### config.mk
export PLATFORM = sky130hd
export DESIGN_NAME = sample_upload_packet_decoder
export DESIGN_NICKNAME = d
export VERILOG_FILES = /design/src/rtl/core/supd_pkg.sv /design/src/rtl/core/supd_ctrl.sv /design/src/rtl/core/supd_dp.sv /design/src/rtl/core/sample_upload_packet_decoder.sv
export SDC_FILE = /design/constraint.sdc
export NUM_CORES = 1
export LEC_CHECK = 0
export ABC_AREA = 1
export BUFFER_PORTS_ARGS = -buffer_cell sky130_fd_sc_hd__buf_2
export CAP_MARGIN = 20
export CELL_PAD_IN_SITES_DETAIL_PLACEMENT = 0
export CELL_PAD_IN_SITES_GLOBAL_PLACEMENT = 1
export CORE_MARGIN = 10
export CORE_UTILIZATION = 35
export DETAILED_ROUTE_END_ITERATION = 6
export PLACE_DENSITY = 0.61
export SETUP_SLACK_MARGIN = 0.05
export SYNTH_ARGS = -nofsm -noshare
export SYNTH_HDL_FRONTEND = slang
export SYNTH_HIERARCHICAL = 1
export SYNTH_SLANG_ARGS = --single-unit
### constraint.sdc
create_clock -name clk_i -period 7.2 [get_ports clk_i]
set_clock_uncertainty 0.1 [all_clocks]
set_input_delay 1.44 -clock clk_i [delete_from_list [all_inputs] [get_ports clk_i]]
set_output_delay 1.44 -clock clk_i [all_outputs]
set_load 0.005 [all_outputs]
### src/rtl/core/supd_pkg.sv
package supd_pkg;

  localparam int unsigned SampleCount = 32;
  localparam int unsigned IdxW        = $clog2(SampleCount);

  localparam logic [6:0] PosLast  = 7'd125;
  localparam logic [6:0] PosIdle  = 7'd126;

  localparam logic [7:0] FastMark   = 8'h80;
  localparam logic [7:0] SumMask    = 8'hAA;
  localparam logic [7:0] CheckOn    = 8'hBB;
  localparam logic [7:0] SlowCmdOk  = 8'h33;
  localparam logic [7:0] UploadCmd  = 8'h33;
  localparam logic [15:0] SignFlip  = 16'h8000;

  typedef enum logic [1:0] {
    RES_NOT_UPLOAD = 2'd0,
    RES_CSUM_FAIL  = 2'd1,
    RES_BAD_CMD    = 2'd2,
    RES_VALID      = 2'd3
  } res_e;

  typedef enum logic [1:0] {
    CS_RECV,
    CS_STATUS,
    CS_FETCH,
    CS_EMIT
  } ctl_state_e;

  typedef struct packed {
    logic take_byte;
    logic inc_idx;
  } supd_cmd_t;

  typedef struct packed {
    logic last_byte;
    logic samples;
    logic last_idx;
  } supd_stat_t;

endpackage

### src/rtl/core/supd_ctrl.sv
module supd_ctrl
  import supd_pkg::*;
(
  input  logic       clk_i,
  input  logic       rst_ni,
  input  logic       in_valid_i,
  input  logic       out_ready_i,
  input  supd_stat_t stat_i,
  output supd_cmd_t  cmd_o,
  output logic       in_ready_o,
  output logic       out_valid_o
);

  ctl_state_e state_q, state_d;

  always_ff @(posedge clk_i or negedge rst_ni) begin
    if (!rst_ni) begin
      state_q <= CS_RECV;
    end else begin
      state_q <= state_d;
    end
  end

  always_comb begin
    state_d = state_q;
    case (state_q)
      CS_RECV: begin
        if (in_valid_i && stat_i.last_byte) begin
          state_d = stat_i.samples ? CS_FETCH : CS_STATUS;
        end
      end
      CS_STATUS: begin
        if (out_ready_i) begin
          state_d = CS_RECV;
        end
      end
      CS_FETCH: state_d = CS_EMIT;
      CS_EMIT: begin
        if (out_ready_i) begin
          state_d = stat_i.last_idx ? CS_RECV : CS_FETCH;
        end
      end
      default: state_d = CS_RECV;
    endcase
  end

  always_comb begin
    in_ready_o        = 1'b0;
    out_valid_o       = 1'b0;
    cmd_o.take_byte   = 1'b0;
    cmd_o.inc_idx     = 1'b0;
    case (state_q)
      CS_RECV: begin
        in_ready_o      = 1'b1;
        cmd_o.take_byte = in_valid_i;
      end
      CS_STATUS: out_valid_o = 1'b1;
      CS_FETCH:  out_valid_o = 1'b0;
      CS_EMIT: begin
        out_valid_o   = 1'b1;
        cmd_o.inc_idx = out_ready_i;
      end
      default: out_valid_o = 1'b0;
    endcase
  end

endmodule

### src/rtl/core/supd_dp.sv
module supd_dp
  import supd_pkg::*;
(
  input  logic               clk_i,
  input  logic               rst_ni,
  input  supd_cmd_t          cmd_i,
  output supd_stat_t         stat_o,
  input  logic [7:0]         data_byte_i,
  input  logic               packet_start_i,
  input  logic [7:0]         command_code_i,
  output logic [1:0]         status_o,
  output logic               fast_mode_o,
  output logic [15:0]        segment_addr_o,
  output logic signed [15:0] sample_o,
  output logic [4:0]         sample_index_o,
  output logic               last_o
);

  logic [6:0]      pos_q, pos_d, p;
  logic [7:0]      cmd_q, cmd_d;
  logic            fast_q, fast_d;
  logic [15:0]     seg_q, seg_d;
  logic [7:0]      dsum_q, dsum_d;
  logic [7:0]      ssum_q, ssum_d;
  logic [7:0]      cen_q, cen_d;
  logic            cok_q, cok_d;
  logic [15:0]     coll_q, coll_d;
  logic [7:0]      hold_q, hold_d;
  res_e            res_q, res_d;
  logic [IdxW-1:0] idx_q, idx_d;

  logic            pend_q, pend_d;
  logic            pend_grp_q, pend_grp_d;
  logic [15:0]     pend_data_q, pend_data_d;

  logic [15:0]     mem [SampleCount];
  logic [15:0]     rd_data_q;

  logic            wr_en;
  logic [IdxW-1:0] wr_addr;
  logic [15:0]     wr_data;

  logic [6:0]      off_fast, off_slow;
  logic [4:0]      word_num, grp_pos;
  logic            grp;
  logic [15:0]     word, coll_base;
  logic [7:0]      sum_basic, sum_adv;
  logic            match, pass;
  logic            byte_wr;
  logic [IdxW-1:0] byte_addr;
  logic [15:0]     byte_data;
  res_e            verdict;

  assign p         = packet_start_i ? 7'd0 : pos_q;
  assign word      = {hold_q, data_byte_i};
  assign off_fast  = p - 7'd5;
  assign off_slow  = p - 7'd51;
  assign word_num  = off_fast[5:1];
  assign grp       = (word_num >= 5'd15);
  assign grp_pos   = grp ? (word_num - 5'd15) : word_num;
  assign coll_base = (grp_pos == 5'd0) ? 16'd0 : coll_q;

  assign sum_basic = dsum_q ^ SumMask;
  assign sum_adv   = (dsum_q + ssum_q) ^ SumMask;
  assign match     = (sum_basic == data_byte_i) || (sum_adv == data_byte_i);
  assign pass      = (fast_q || (cen_q == CheckOn)) ? match : 1'b1;

  always_comb begin
    if (cmd_q != UploadCmd) begin
      verdict = RES_NOT_UPLOAD;
    end else if (!pass) begin
      verdict = RES_CSUM_FAIL;
    end else if (!fast_q && !cok_q) begin
      verdict = RES_BAD_CMD;
    end else begin
      verdict = RES_VALID;
    end
  end

  always_comb begin
    pos_d       = pos_q;
    cmd_d       = cmd_q;
    fast_d      = fast_q;
    seg_d       = seg_q;
    dsum_d      = dsum_q;
    ssum_d      = ssum_q;
    cen_d       = cen_q;
    cok_d       = cok_q;
    coll_d      = coll_q;
    hold_d      = hold_q;
    res_d       = res_q;
    idx_d       = idx_q;
    pend_d      = 1'b0;
    pend_grp_d  = pend_grp_q;
    pend_data_d = pend_data_q;
    byte_wr     = 1'b0;
    byte_addr   = '0;
    byte_data   = '0;

    if (cmd_i.inc_idx) begin
      idx_d = idx_q + 1'b1;
    end

    if (cmd_i.take_byte) begin
      if (p > PosLast) begin
        pos_d = PosIdle;
      end else begin
        pos_d = p + 7'd1;
        if (p == 7'd0) begin
          cmd_d  = command_code_i;
          fast_d = 1'b0;
          seg_d  = '0;
          dsum_d = '0;
          ssum_d = '0;
          cen_d  = '0;
          cok_d  = 1'b0;
          coll_d = '0;
          hold_d = '0;
        end
        if (p == 7'd2) begin
          fast_d = (data_byte_i == FastMark);
        end
        if (p inside {[7'd3:7'd6]}) begin
          ssum_d = ssum_q + data_byte_i;
        end
        if (p == 7'd45) begin
          cok_d = (data_byte_i == SlowCmdOk);
        end
        if (p == 7'd49) begin
          cen_d = data_byte_i;
        end

        if (fast_q) begin
          if (p == 7'd3) begin
            seg_d[15:8] = data_byte_i;
          end
          if (p == 7'd4) begin
            seg_d[7:0] = data_byte_i;
          end
          if (p inside {[7'd5:7'd124]}) begin
            dsum_d = dsum_q + data_byte_i;
          end
          if (p inside {[7'd5:7'd64]}) begin
            if (off_fast[0]) begin
              coll_d    = {word[0], coll_base[15:1]};
              byte_wr   = 1'b1;
              byte_addr = {grp, 4'(grp_pos[3:0] + 4'd1)};
              byte_data = {~word[15], word[14:1], word[1]};
              if (grp_pos == 5'd14) begin
                pend_d      = 1'b1;
                pend_grp_d  = grp;
                pend_data_d = {word[0], coll_base[15:1]} ^ SignFlip;
              end
            end else begin
              hold_d = data_byte_i;
            end
          end
        end else if (p != 7'd0) begin
          if (p == 7'd47) begin
            seg_d[15:8] = data_byte_i;
          end
          if (p == 7'd48) begin
            seg_d[7:0] = data_byte_i;
          end
          if (p inside {[7'd51:7'd114]}) begin
            dsum_d = dsum_q + data_byte_i;
            if (off_slow[0]) begin
              byte_wr   = 1'b1;
              byte_addr = off_slow[5:1];
              byte_data = word;
            end else begin
              hold_d = data_byte_i;
            end
          end
        end

        if (p == PosLast) begin
          res_d = verdict;
          idx_d = '0;
        end
      end
    end
  end

  // group head sample lands in the cycle after its last word; never collides
  assign wr_en   = byte_wr || pend_q;
  assign wr_addr = byte_wr ? byte_addr : {pend_grp_q, 4'd0};
  assign wr_data = byte_wr ? byte_data : pend_data_q;

  always_ff @(posedge clk_i) begin
    if (wr_en) begin
      mem[wr_addr] <= wr_data;
    end
    rd_data_q <= mem[idx_q];
  end

  always_ff @(posedge clk_i or negedge rst_ni) begin
    if (!rst_ni) begin
      pos_q      <= '0;
      cmd_q      <= '0;
      fast_q     <= 1'b0;
      seg_q      <= '0;
      dsum_q     <= '0;
      ssum_q     <= '0;
      cen_q      <= '0;
      cok_q      <= 1'b0;
      coll_q     <= '0;
      hold_q     <= '0;
      res_q      <= RES_NOT_UPLOAD;
      idx_q      <= '0;
      pend_q     <= 1'b0;
    end else begin
      pos_q      <= pos_d;
      cmd_q      <= cmd_d;
      fast_q     <= fast_d;
      seg_q      <= seg_d;
      dsum_q     <= dsum_d;
      ssum_q     <= ssum_d;
      cen_q      <= cen_d;
      cok_q      <= cok_d;
      coll_q     <= coll_d;
      hold_q     <= hold_d;
      res_q      <= res_d;
      idx_q      <= idx_d;
      pend_q     <= pend_d;
    end
  end

  always_ff @(posedge clk_i) begin
    pend_grp_q  <= pend_grp_d;
    pend_data_q <= pend_data_d;
  end

  assign stat_o.last_byte = (p == PosLast);
  assign stat_o.samples   = (verdict == RES_VALID);
  assign stat_o.last_idx  = (idx_q == IdxW'(SampleCount - 1));

  assign status_o       = res_q;
  assign fast_mode_o    = ((res_q == RES_CSUM_FAIL) || (res_q == RES_VALID)) ? fast_q : 1'b0;
  assign segment_addr_o = (res_q == RES_VALID) ? seg_q : 16'd0;
  assign sample_o       = (res_q == RES_VALID) ? $signed(rd_data_q) : 16'sd0;
  assign sample_index_o = (res_q == RES_VALID) ? 5'(idx_q) : 5'd0;
  assign last_o         = (res_q == RES_VALID) ? stat_o.last_idx : 1'b1;

endmodule

### src/rtl/core/sample_upload_packet_decoder.sv
// Upload packet decoder: takes a 126-byte upload packet one byte per cycle
// (packet_start_i marks byte 0) and, after byte 125, emits either one status
// word or, for a valid packet, 32 sample words in index order with last_o on
// the final one. Bytes are taken at one per cycle; while results go out the
// input stalls. A status result is presented in CS_STATUS; each sample is
// read in CS_FETCH (registered read of the 32-entry sample memory), then
// output in CS_EMIT, so a valid packet holds the input off until its last
// sample is out. Bytes past byte 125 without a new packet_start_i are dropped.
module sample_upload_packet_decoder
  import supd_pkg::*;
(
  input  logic               clk_i,
  input  logic               rst_ni,
  input  logic               in_valid_i,
  output logic               in_ready_o,
  input  logic [7:0]         data_byte_i,
  input  logic               packet_start_i,
  input  logic [7:0]         command_code_i,
  output logic               out_valid_o,
  input  logic               out_ready_i,
  output logic [1:0]         status_o,
  output logic               fast_mode_o,
  output logic [15:0]        segment_addr_o,
  output logic signed [15:0] sample_o,
  output logic [4:0]         sample_index_o,
  output logic               last_o
);

  supd_cmd_t  cmd;
  supd_stat_t stat;

  supd_ctrl u_ctrl (
    .clk_i       (clk_i),
    .rst_ni      (rst_ni),
    .in_valid_i  (in_valid_i),
    .out_ready_i (out_ready_i),
    .stat_i      (stat),
    .cmd_o       (cmd),
    .in_ready_o  (in_ready_o),
    .out_valid_o (out_valid_o)
  );

  supd_dp u_dp (
    .clk_i          (clk_i),
    .rst_ni         (rst_ni),
    .cmd_i          (cmd),
    .stat_o         (stat),
    .data_byte_i    (data_byte_i),
    .packet_start_i (packet_start_i),
    .command_code_i (command_code_i),
    .status_o       (status_o),
    .fast_mode_o    (fast_mode_o),
    .segment_addr_o (segment_addr_o),
    .sample_o       (sample_o),
    .sample_index_o (sample_index_o),
    .last_o         (last_o)
  );

endmodule
==> impl_metrics.json, run 1 <==
{
  "synth.most_common_cell": "edfxtp_1",
  "power.density_mw_per_mm2": 318.4,
  "syn_inst": 2382,
  "start_util_pct": 35.30,
  "wl_met3_um": 5512,
  "ioPinCount": 64,
  "p_int_mw": 6.951,
  "dp_hpwl_um": 49930,
  "synth_area_leaders": "edfxtp_1 (58%), dfrtp_1 (8.2%), o21ai_0 (6.3%)",
  "r2r_start": "u_dp/pos_q[0]$_DFFE_PN0P_",
  "muxShareOfSynthArea_pct": 0,
  "drc": 0,
  "synth-simple-area-share_pct": 12.10,
  "cp_common_cell": "nand2_1",
  "cp_cell_sequence": "buf_2 > inv_2 > nand2_4 > nand3_1 > nand2_1 > inv_1 > ha_1 > nand2_1 > nor2_1 > ha_1 > nor2_4 > nand2_4 > nand2_1 > nand2_1 > ha_1 > o21ai_0 > nand2_1 > nand3_1 > nor2_2",
  "area_growth_pct": 14.72,
  "avgViaCountPerCell": 5.387,
  "synth_warnings": 6,
  "yosysTopAreaCell": "edfxtp_1",
  "critical-path-slowest-cell": "nor2_2",
  "rsz0062_at_grt": "no",
  "switching_power_mw": 3.023,
  "syn_area_mm2": 0.02730,
  "fill_cells": 7394,
  "synthDistinctLibCells": 55,
  "clkPwrFrac_pct": 36.6,
  "cts_tree": "done",
  "core_mm2": 0.07734,
  "die_w_um": 299.3,
  "cp.arrival_ns": 5.53,
  "cp_top_family": "simple AND/OR/NAND/NOR gates",
  "cp_max_fo": 16,
  "clkTransAtPathRegs_ns": 0.06,
  "finalHoldViolCount": 0,
  "synth_compound_area_share_pct": 14.14,
  "hold_start": "u_dp/cmd_q[3]$_DFFE_PN0P_",
  "setup_violations": 0,
  "grt_max_degree": 113,
  "clock-root-buffer": "clkbuf_16",
  "gr-total-overflow": 0,
  "ant_nets": 0,
  "cts_hold_buf": 0,
  "drt_wl_total_um": 82010,
  "startpoint_type": "input pin",
  "cap_violations": 0,
  "syn_nets": 2434,
  "combPwrFrac_pct": 19.0,
  "worst-r2r-cell-count": 17,
  "cp-end-kind": "register",
  "grt_pass1_wl_um": 121600,
  "leakage_nw": 11.16,
  "status": "completed",
  "period_share_pct": 75.06,
  "regArea_mm2": 0.01847,
  "h-tree-depth": 3,
  "clkLatencyLatePin_ns": 0.61,
  "clockBufferDepth": 3,
  "final_cell_area_mm2": 0.03132,
  "whs_path_depth": 2,
  "wl_met2_um": 37820,
  "synth_seq_cells": 635,
  "dpl_cell_area_mm2": 0.02894,
  "critPathBufInv": 3,
  "seq_power_share_pct": 44.3,
  "p_sw_share_pct": 30.31,
  "die_h_um": 299.3,
  "synthDominantCellAreaShare_pct": 58.18,
  "synth_sequential_area_ratio_pct": 67.60,
  "fin_tns_setup_ns": 0,
  "worst_pin_slew_ns": 1.124,
  "cts_sinks": 635,
  "slowest_delay_ns": 1.00,
  "numCtsBuffers": 70,
  "rrSetupSlack_ns": 2.45,
  "postCtsSetupRepairBufs": 0,
  "min_path_type": "reg2reg",
  "ir_worst_vdd_mv": 0.1800,
  "gp_congestion": 0.8484,
  "cp.required_ns": 7.33,
  "synthFlopType": "edfxtp_1",
  "met1_length_um": 36640,
  "drtIter0Drc": 1891,
  "total_power_mw": 9.974,
  "cts_resized": 0,
  "r2r_end": "u_dp/mem[17][12]$_DFFE_PP_",
  "crit_type": "in2reg",
  "routedWlPerCell_um": 23.22,
  "antenna_found_initial": 2,
  "rows": 102,
  "grt.total_usage_pct": 17.86,
  "hold_end": "u_dp/cmd_q[3]$_DFFE_PN0P_",
  "min_period_ns": 5.404,
  "dr.pass1.iters": 5,
  "fin_nets": 2486,
  "postSynth.asyncResetShare_pct": 14.17,
  "grt_pass1_vias": 18335,
  "highest_layer": "met4",
  "max-slew-margin-rel_pct": 25.05,
  "synth_edf_count": 529,
  "finalMaxSlewViolations": 0,
  "timing.fmax_mhz": 185.0,
  "vias": 19028,
  "yosys-top-cells-count": "edfxtp_1 (529), nor2_1 (425), o21ai_0 (344)",
  "synth_xor_area_share_pct": 0.7057,
  "multi_input_area_mm2": 0.007879,
  "synth_fa_ha_area_share_pct": 1.503,
  "synth_top_family_by_area": "compound AO/OA/AOI/OAI gates",
  "io_buffers": 63,
  "die_area_mm2": 0.08958,
  "layout-drive-gt1-share_pct": 13.21,
  "syn_avg_cell_area_um2": 11.46
}
power by group through the flow:
stage	Clock, mW	Sequential, mW	Combinational, mW
floorplan	0	4.45	1.33
global placement	0	4.49	1.87
detailed placement	0	4.50	1.89
CTS	3.73	4.42	1.90
global route	3.89	4.44	2.13
finish	3.65	4.42	1.90
final cells by class:
| cell class | count | area share (%) |
|---|---|---|
| sequential | 635 | 58.96 |
| antenna | 2 | 0.01598 |
| multi-input combinational | 1465 | 25.15 |
| timing repair buffer | 120 | 2.421 |
| clock buffer | 93 | 6.160 |
| inverter | 142 | 1.722 |
| clock inverter | 35 | 1.414 |
| tap | 1040 | 4.155 |
flip-flops by register name, indices dropped and copies added (netlist names), 5 cells and up:
signal,cells
u_dp/ssum_q,8
u_dp/pos_q,7
u_dp/rd_data_q,16
u_dp/mem,512
u_dp/cmd_q,8
u_dp/seg_q,16
u_dp/dsum_q,8
u_dp/cen_q,8
u_dp/hold_q,8
u_dp/pend_data_q,16
u_dp/coll_q,15
u_dp/idx_q,5
metal layers:
layer  up-vias  track usage, %
li1       8758               -
met1      9493           25.25
met2       663           27.77
met3       114           3.034
met4         0           5.537
met5         -               0
how the worst max path moves through the flow:
stage / to / startpoint / cells past startpoint
detailed placement: u_dp/mem[1][8]$_DFFE_PP_ / packet_start_i / 19
global placement: u_dp/mem[17][14]$_DFFE_PP_ / packet_start_i / 19
CTS: u_dp/mem[1][8]$_DFFE_PP_ / packet_start_i / 19
global route: u_dp/mem[17][2]$_DFFE_PP_ / packet_start_i / 19
finish: u_dp/mem[17][12]$_DFFE_PP_ / packet_start_i / 19
floorplan: u_dp/mem[31][0]$_DFFE_PP_ / packet_start_i / 20
worst min-delay path, cell delays in order (launching register included):
cell     delay (ns)
dfrtp_1        0.34
nand2_1        0.06
nand2_1        0.05
placed cells by master, fill, tap and decap left out, types with 14 or more instances in the layout:
cell type / netlist / routed
edfxtp_1: 529 / 529
buf_4: 0 / 57
o21ai_2: 3 / 17
a31oi_1: 38 / 38
buf_2: 8 / 62
dfrtp_1: 90 / 87
dfxtp_1: 16 / 16
inv_2: 15 / 17
nor2_1: 425 / 408
nor2_2: 7 / 24
o22ai_1: 52 / 52
o221ai_1: 94 / 94
inv_1: 125 / 121
ha_1: 28 / 28
a21oi_1: 51 / 51
nand3_1: 89 / 89
nand2_1: 195 / 194
a32oi_1: 14 / 14
clkbuf_16: 0 / 71
o21ai_0: 344 / 330
clkbuf_1: 117 / 15
stage by stage:
stage	hold slack (ns)	setup slack, ns	std cells	utilization [%]
2_1_floorplan	0.3417	2.355	2382	-
3_3_place_gp	0.3558	1.243	3401	37.42
3_5_place_dp	0.3592	1.215	3401	37.42
4_1_cts	0.3748	1.865	3529	40.48
5_1_grt	0.4051	1.550	3530	40.49
6_report	0.3742	1.796	3532	40.50
cells by family after synthesis:
kind of cell	Yosys count
simple gates	776
fa+ha+maj	31
xor+xnor	22
buf+inv	282
flops	635
compound gates	636
Note: power is estimated with default switching activity, not from simulation.
==> run 2: changes to the inputs <==
==> constraint.sdc (replaced) <==
create_clock -name clk_i -period 5.5 [get_ports clk_i]
set_clock_uncertainty 0.1 [all_clocks]
set_input_delay 1.1 -clock clk_i [delete_from_list [all_inputs] [get_ports clk_i]]
set_output_delay 1.1 -clock clk_i [all_outputs]
set_load 0.005 [all_outputs]
==> run 2 against run 1 <==
  * Clock power increased by 32%
  * Utilization increased by 0.28 points
  * Global-route usage increased by 0.078 points
  * Non-clock buffer count increased by 23
  * Power increased by 31%
==> impl_metrics.json, run 2 (synthesis results as in run 1) <==
{
  "grt_pass1_vias": 19025,
  "gr-total-overflow": 0,
  "dr.pass1.iters": 5,
  "layout_setup_ws_ns": 1.020,
  "dp_slack_ns": 0.4276,
  "setup_violations": 0,
  "largest_register_ff_count": 512,
  "postCtsSetupRepairBufs": 0,
  "antenna_cells": 0,
  "numCtsBuffers": 70,
  "worst-r2r-cell-count": 19,
  "regArea_mm2": 0.01847,
  "die_w_um": 299.3,
  "fin_nets": 2509,
  "area_growth_pct": 15.52,
  "final_cell_area_mm2": 0.03154,
  "core_mm2": 0.07734,
  "h-tree-depth": 3,
  "dp_hpwl_um": 50360,
  "cts_tree": "done",
  "die_h_um": 299.3,
  "start_util_pct": 35.30,
  "cp.arrival_ns": 4.66,
  "startpoint": "packet_start_i",
  "power.density_mw_per_mm2": 415.6,
  "post-route-util_pct": 40.78,
  "p_sw_share_pct": 29.82,
  "rows": 102,
  "final_common_cell": "edfxtp_1",
  "drtIter0Drc": 1927,
  "finalHoldViolCount": 0,
  "combPwrFrac_pct": 19.1,
  "r2r_start": "u_dp/pos_q[0]$_DFFE_PN0P_",
  "clkPwrFrac_pct": 36.6,
  "routedWlPerCell_um": 23.01,
  "grt.total_usage_pct": 17.94,
  "clockBufferDepth": 3,
  "cts_hold_buf": 0,
  "gp_congestion": 0.8601,
  "worst_pin_slew_ns": 1.022,
  "cp.required_ns": 5.68,
  "grt_max_degree": 157,
  "layout-drive-gt1-share_pct": 14.04,
  "ioPinCount": 64,
  "io_buffers": 63,
  "rrSetupSlack_ns": 1.32,
  "crit_type": "in2reg",
  "multi_input_area_mm2": 0.007879,
  "cp_max_fo": 16,
  "drc": 0,
  "cts_resized": 0,
  "cap_violations": 0,
  "rsz0062_at_grt": "no",
  "fill_cells": 7413,
  "max-slew-margin-rel_pct": 31.42,
  "period_share_pct": 81.46,
  "cp-end-kind": "register",
  "startpoint_type": "input pin",
  "finalMaxSlewViolations": 0,
  "p_int_mw": 9.200,
  "fin_tns_setup_ns": 0,
  "seq_power_share_pct": 44.2,
  "clkLatencyLatePin_ns": 0.62,
  "r2r_end": "u_dp/mem[11][0]$_DFFE_PP_",
  "ant_nets": 0,
  "switching_power_mw": 3.908,
  "drt_wl_total_um": 81790,
  "min_period_ns": 4.480,
  "regMostFlops": "u_dp/mem",
  "antenna_found_initial": 3,
  "leakage_nw": 11.31,
  "dpl_cell_area_mm2": 0.02915,
  "grt_pass1_wl_um": 123900,
  "endpoint": "u_dp/mem[11][0]$_DFFE_PP_",
  "ir_worst_vdd_mv": 0.2516,
  "cts_sinks": 635,
  "timing.fmax_mhz": 223.2,
  "clkTransAtPathRegs_ns": 0.06,
  "vias": 19243,
  "min_path_type": "reg2reg",
  "die_area_mm2": 0.08958,
  "avgViaCountPerCell": 5.414,
  "final_cell_mix": "edfxtp_1 (529), nor2_1 (408), o21ai_0 (330), nand2_1 (194), inv_1 (121)",
  "status": "completed",
  "clock-root-buffer": "clkbuf_16"
}
[run 2: cell types whose count changed in the layout (fill, tap and decap cells not counted), sizes merged]
cell | previous run | this run
clkbuf | 93 | 90
inv | 143 | 141
clkinvlp | 3 | 2
diode | 2 | 0
bufinv | 6 | 8
buf | 120 | 143
clkinv | 25 | 30
[run 2: how the worst min path moves through the flow]
stage / startpoint / end / slack (ns) / cells after the start
2_1_floorplan: u_dp/cmd_q[0]$_DFFE_PN0P_ / u_dp/cmd_q[0]$_DFFE_PN0P_ / 0.34 / 2
3_3_place_gp: u_dp/cmd_q[6]$_DFFE_PN0P_ / u_dp/cmd_q[6]$_DFFE_PN0P_ / 0.36 / 2
3_5_place_dp: u_dp/cmd_q[5]$_DFFE_PN0P_ / u_dp/cmd_q[5]$_DFFE_PN0P_ / 0.36 / 2
4_1_cts: u_dp/cmd_q[5]$_DFFE_PN0P_ / u_dp/cmd_q[5]$_DFFE_PN0P_ / 0.37 / 2
5_1_grt: u_dp/cen_q[1]$_DFFE_PN0P_ / u_dp/cen_q[1]$_DFFE_PN0P_ / 0.42 / 2
6_report: u_dp/cmd_q[5]$_DFFE_PN0P_ / u_dp/cmd_q[5]$_DFFE_PN0P_ / 0.37 / 2
[run 2: power groups by stage]
stage	clock (mW)	combinational, mW	sequential [mW]
after floorplan	0	1.74	5.83
after global placement	0	2.47	5.88
after detailed placement	0	2.49	5.89
after CTS	4.90	2.50	5.79
after global routing	5.12	2.81	5.83
final	4.80	2.51	5.80
[run 2: per-layer routing]
metal	wire length (um)	share of wire [%]	vias to the layer above	GRT usage, %
met5	0	0	-	0
met4	1806	2.2	0	5.227
met3	4881	6.0	110	2.631
met2	37710	46	627	28.31
met1	37390	46	9702	25.41
li1	-	-	8804	-
[run 2: worst max-delay path, cell delays in order]
cell and delay, ns:
buf_2 0.17, inv_2 0.10, nand2_4 0.18, nand3_1 0.23, nand2_1 0.12, inv_1 0.06
ha_1 0.20, nand2_1 0.08, nor2_1 0.05, ha_1 0.24, nor2_4 0.17, nand2_4 0.09
nand2_1 0.06, nand2_1 0.11, ha_1 0.32, o21ai_0 0.15, nand2_1 0.14, inv_2 0.09
nand2_1 0.37, nor2_1 0.29, buf_4 0.30
[run 2: stage by stage]
stage	cells	total power [mW]	hold WS, ns
finish	3554	13.11	0.3702
global route	3554	13.76	0.4193
CTS	3553	13.20	0.3733
detailed placement	3424	8.385	0.3585
global placement	3424	8.350	0.3551
floorplan	2382	7.567	0.3417
[run 2: area by class of cell]
class,instances,share of cell area [%]
Multi-Input combinational cell,1465,24.98
Tap cell,1040,4.126
Sequential cell,635,58.55
Inverter,142,1.710
Clock buffer,90,6.125
Clock inverter,39,1.440
Timing Repair Buffer,143,3.070
==> run 3: changes to the inputs <==
==> constraint.sdc (replaced) <==
create_clock -name clk_i -period 4.4 [get_ports clk_i]
set_clock_uncertainty 0.1 [all_clocks]
set_input_delay 0.88 -clock clk_i [delete_from_list [all_inputs] [get_ports clk_i]]
set_output_delay 0.88 -clock clk_i [all_outputs]
set_load 0.005 [all_outputs]
==> run 3 against run 2 <==
  * First-iteration DRC count down 4.1%
  * Critical path depth up 2
  * Wire length up 0.52%
  * Sequential power up 25%
  * Final cell count up 1.3%
  * Clock power up 23%
  * Critical endpoint is now u_dp/mem[15][12]$_DFFE_PP_
  * Largest cell class unchanged
  * Largest power group unchanged
==> impl_metrics.json, run 3 (synthesis results as in run 1) <==
{
  "leakage_nw": 11.60,
  "crit_type": "in2reg",
  "dp_slack_ns": -0.04981,
  "antenna_found_initial": 6,
  "cp_max_fo": 11,
  "die_w_um": 299.3,
  "fin_nets": 2557,
  "clock-root-buffer": "clkbuf_16",
  "critical-path-slowest-cell": "ha_1",
  "rows": 102,
  "regMostFlops": "u_dp/mem",
  "finalMaxSlewViolations": 0,
  "largest_register_ff_count": 512,
  "io_buffers": 63,
  "clkTransAtPathRegs_ns": 0.06,
  "routedWlPerCell_um": 22.84,
  "cp-end-kind": "register",
  "cap_violations": 0,
  "dp_hpwl_um": 50300,
  "die_area_mm2": 0.08958,
  "finalHoldViolCount": 0,
  "area_growth_pct": 17.91,
  "grt_pass1_vias": 19256,
  "cp_cell_sequence": "buf_2 > inv_2 > nand2_4 > nand2_2 > nand2_2 > nand2_1 > inv_1 > ha_1 > nand2_1 > nor2_1 > ha_1 > nor2_4 > nand2_4 > nand2_1 > nand2_1 > ha_1 > nand3_1 > nand3_2 > a21oi_4 > buf_4 > nand4_2 > nor2_1 > buf_4",
  "timing.fmax_mhz": 261.0,
  "dr.pass1.iters": 6,
  "grt_pass1_wl_um": 124000,
  "r2r_end": "u_dp/mem[15][12]$_DFFE_PP_",
  "final_cell_mix": "edfxtp_1 (529), nor2_1 (408), o21ai_0 (330), nand2_1 (194), inv_1 (121)",
  "core_mm2": 0.07734,
  "max-slew-margin-rel_pct": 26.44,
  "postCtsSetupRepairBufs": 0,
  "numCtsBuffers": 71,
  "die_h_um": 299.3,
  "cp_common_cell": "nand2_1",
  "start_util_pct": 35.30,
  "cts_resized": 0,
  "drc": 0,
  "rrSetupSlack_ns": 0.62,
  "finalNonFillerCells": 3600,
  "dpl_cell_area_mm2": 0.02987,
  "min_period_ns": 3.831,
  "power.density_mw_per_mm2": 511.2,
  "antenna_cells": 0,
  "worst-r2r-cell-count": 21,
  "r2r_start": "u_dp/pos_q[1]$_DFFE_PN0P_",
  "rsz0062_at_grt": "no",
  "drtIter0Drc": 1848,
  "holdWs_ns": 0.1984,
  "grt_max_degree": 195,
  "ioPinCount": 64,
  "ant_nets": 0,
  "period_share_pct": 87.06,
  "avgViaCountPerCell": 5.387,
  "h-tree-depth": 3,
  "cts_tree": "done",
  "setup_violations": 0,
  "slowest_delay_ns": 0.26,
  "status": "completed",
  "gr-total-overflow": 0,
  "cp.required_ns": 4.61,
  "worst_pin_slew_ns": 1.103,
  "cts_sinks": 635,
  "clkLatencyLatePin_ns": 0.61,
  "final_cell_area_mm2": 0.03219,
  "startpoint_type": "input pin",
  "cp.arrival_ns": 4.04,
  "drt_wl_total_um": 82220,
  "vias": 19393,
  "layout-drive-gt1-share_pct": 15.70,
  "gp_congestion": 0.8468,
  "ir_worst_vdd_mv": 0.2664,
  "layout_setup_ws_ns": 0.5692,
  "final_common_cell": "edfxtp_1",
  "clockBufferDepth": 3,
  "cts_hold_buf": 0,
  "min_path_type": "in2async",
  "grt.total_usage_pct": 18.01,
  "dp_cells": 3470
}
-- run 3: worst max-delay path by stage --
stage                                  to           start
2_1_floorplan   u_dp/mem[31][0]$_DFFE_PP_  packet_start_i
3_3_place_gp    u_dp/mem[17][4]$_DFFE_PP_  packet_start_i
3_5_place_dp    u_dp/mem[17][6]$_DFFE_PP_  packet_start_i
4_1_cts         u_dp/mem[15][7]$_DFFE_PP_  packet_start_i
5_1_grt        u_dp/mem[15][12]$_DFFE_PP_  packet_start_i
6_report       u_dp/mem[15][12]$_DFFE_PP_  packet_start_i
-- run 3: critical path, delay by kind of cell --
kind | cells | cell delay [ns]
fa+ha+maj | 3 | 0.70
buf+inv | 5 | 0.72
compound gates | 1 | 0.18
simple gates | 14 | 1.54
-- run 3: cell type report --
cell class                      count  area, um^2
Fill cell                        7396       45150
Clock buffer                       94        1974
Inverter                          142       539.3
Sequential cell                   635       18470
Multi-Input combinational cell   1465        7879
Clock inverter                     34       329.1
Timing Repair Buffer              190        1704
Tap cell                         1040        1301
-- run 3: power by group --
group          total [mW]  switching (mW)  internal, mW  leakage [nW]
registers            7.23           0.252          6.97          6.03
clock network        5.88            2.47          3.41          1.14
logic                3.35            2.28          1.07          4.43
total                16.5            5.00          11.5          11.6
-- run 3: per-layer routing --
metal / wire length (um) / GRT usage, % / part of all wire, %
met5: 17 / 0 / 0.021
met4: 1632 / 5.001 / 2.0
met3: 5356 / 3.575 / 6.5
met2: 38050 / 28.61 / 46
met1: 37160 / 24.82 / 45
-- run 3: through the flow --
stage | setup TNS (ns) | util (%) | power, mW
6_report | 0 | 41.63 | 16.46
5_1_grt | 0 | 41.63 | 17.25
4_1_cts | 0 | 41.60 | 16.57
3_5_place_dp | -1.255 | 38.62 | 10.67
3_3_place_gp | -0.1810 | 38.62 | 10.62
2_1_floorplan | 0 | - | 9.458
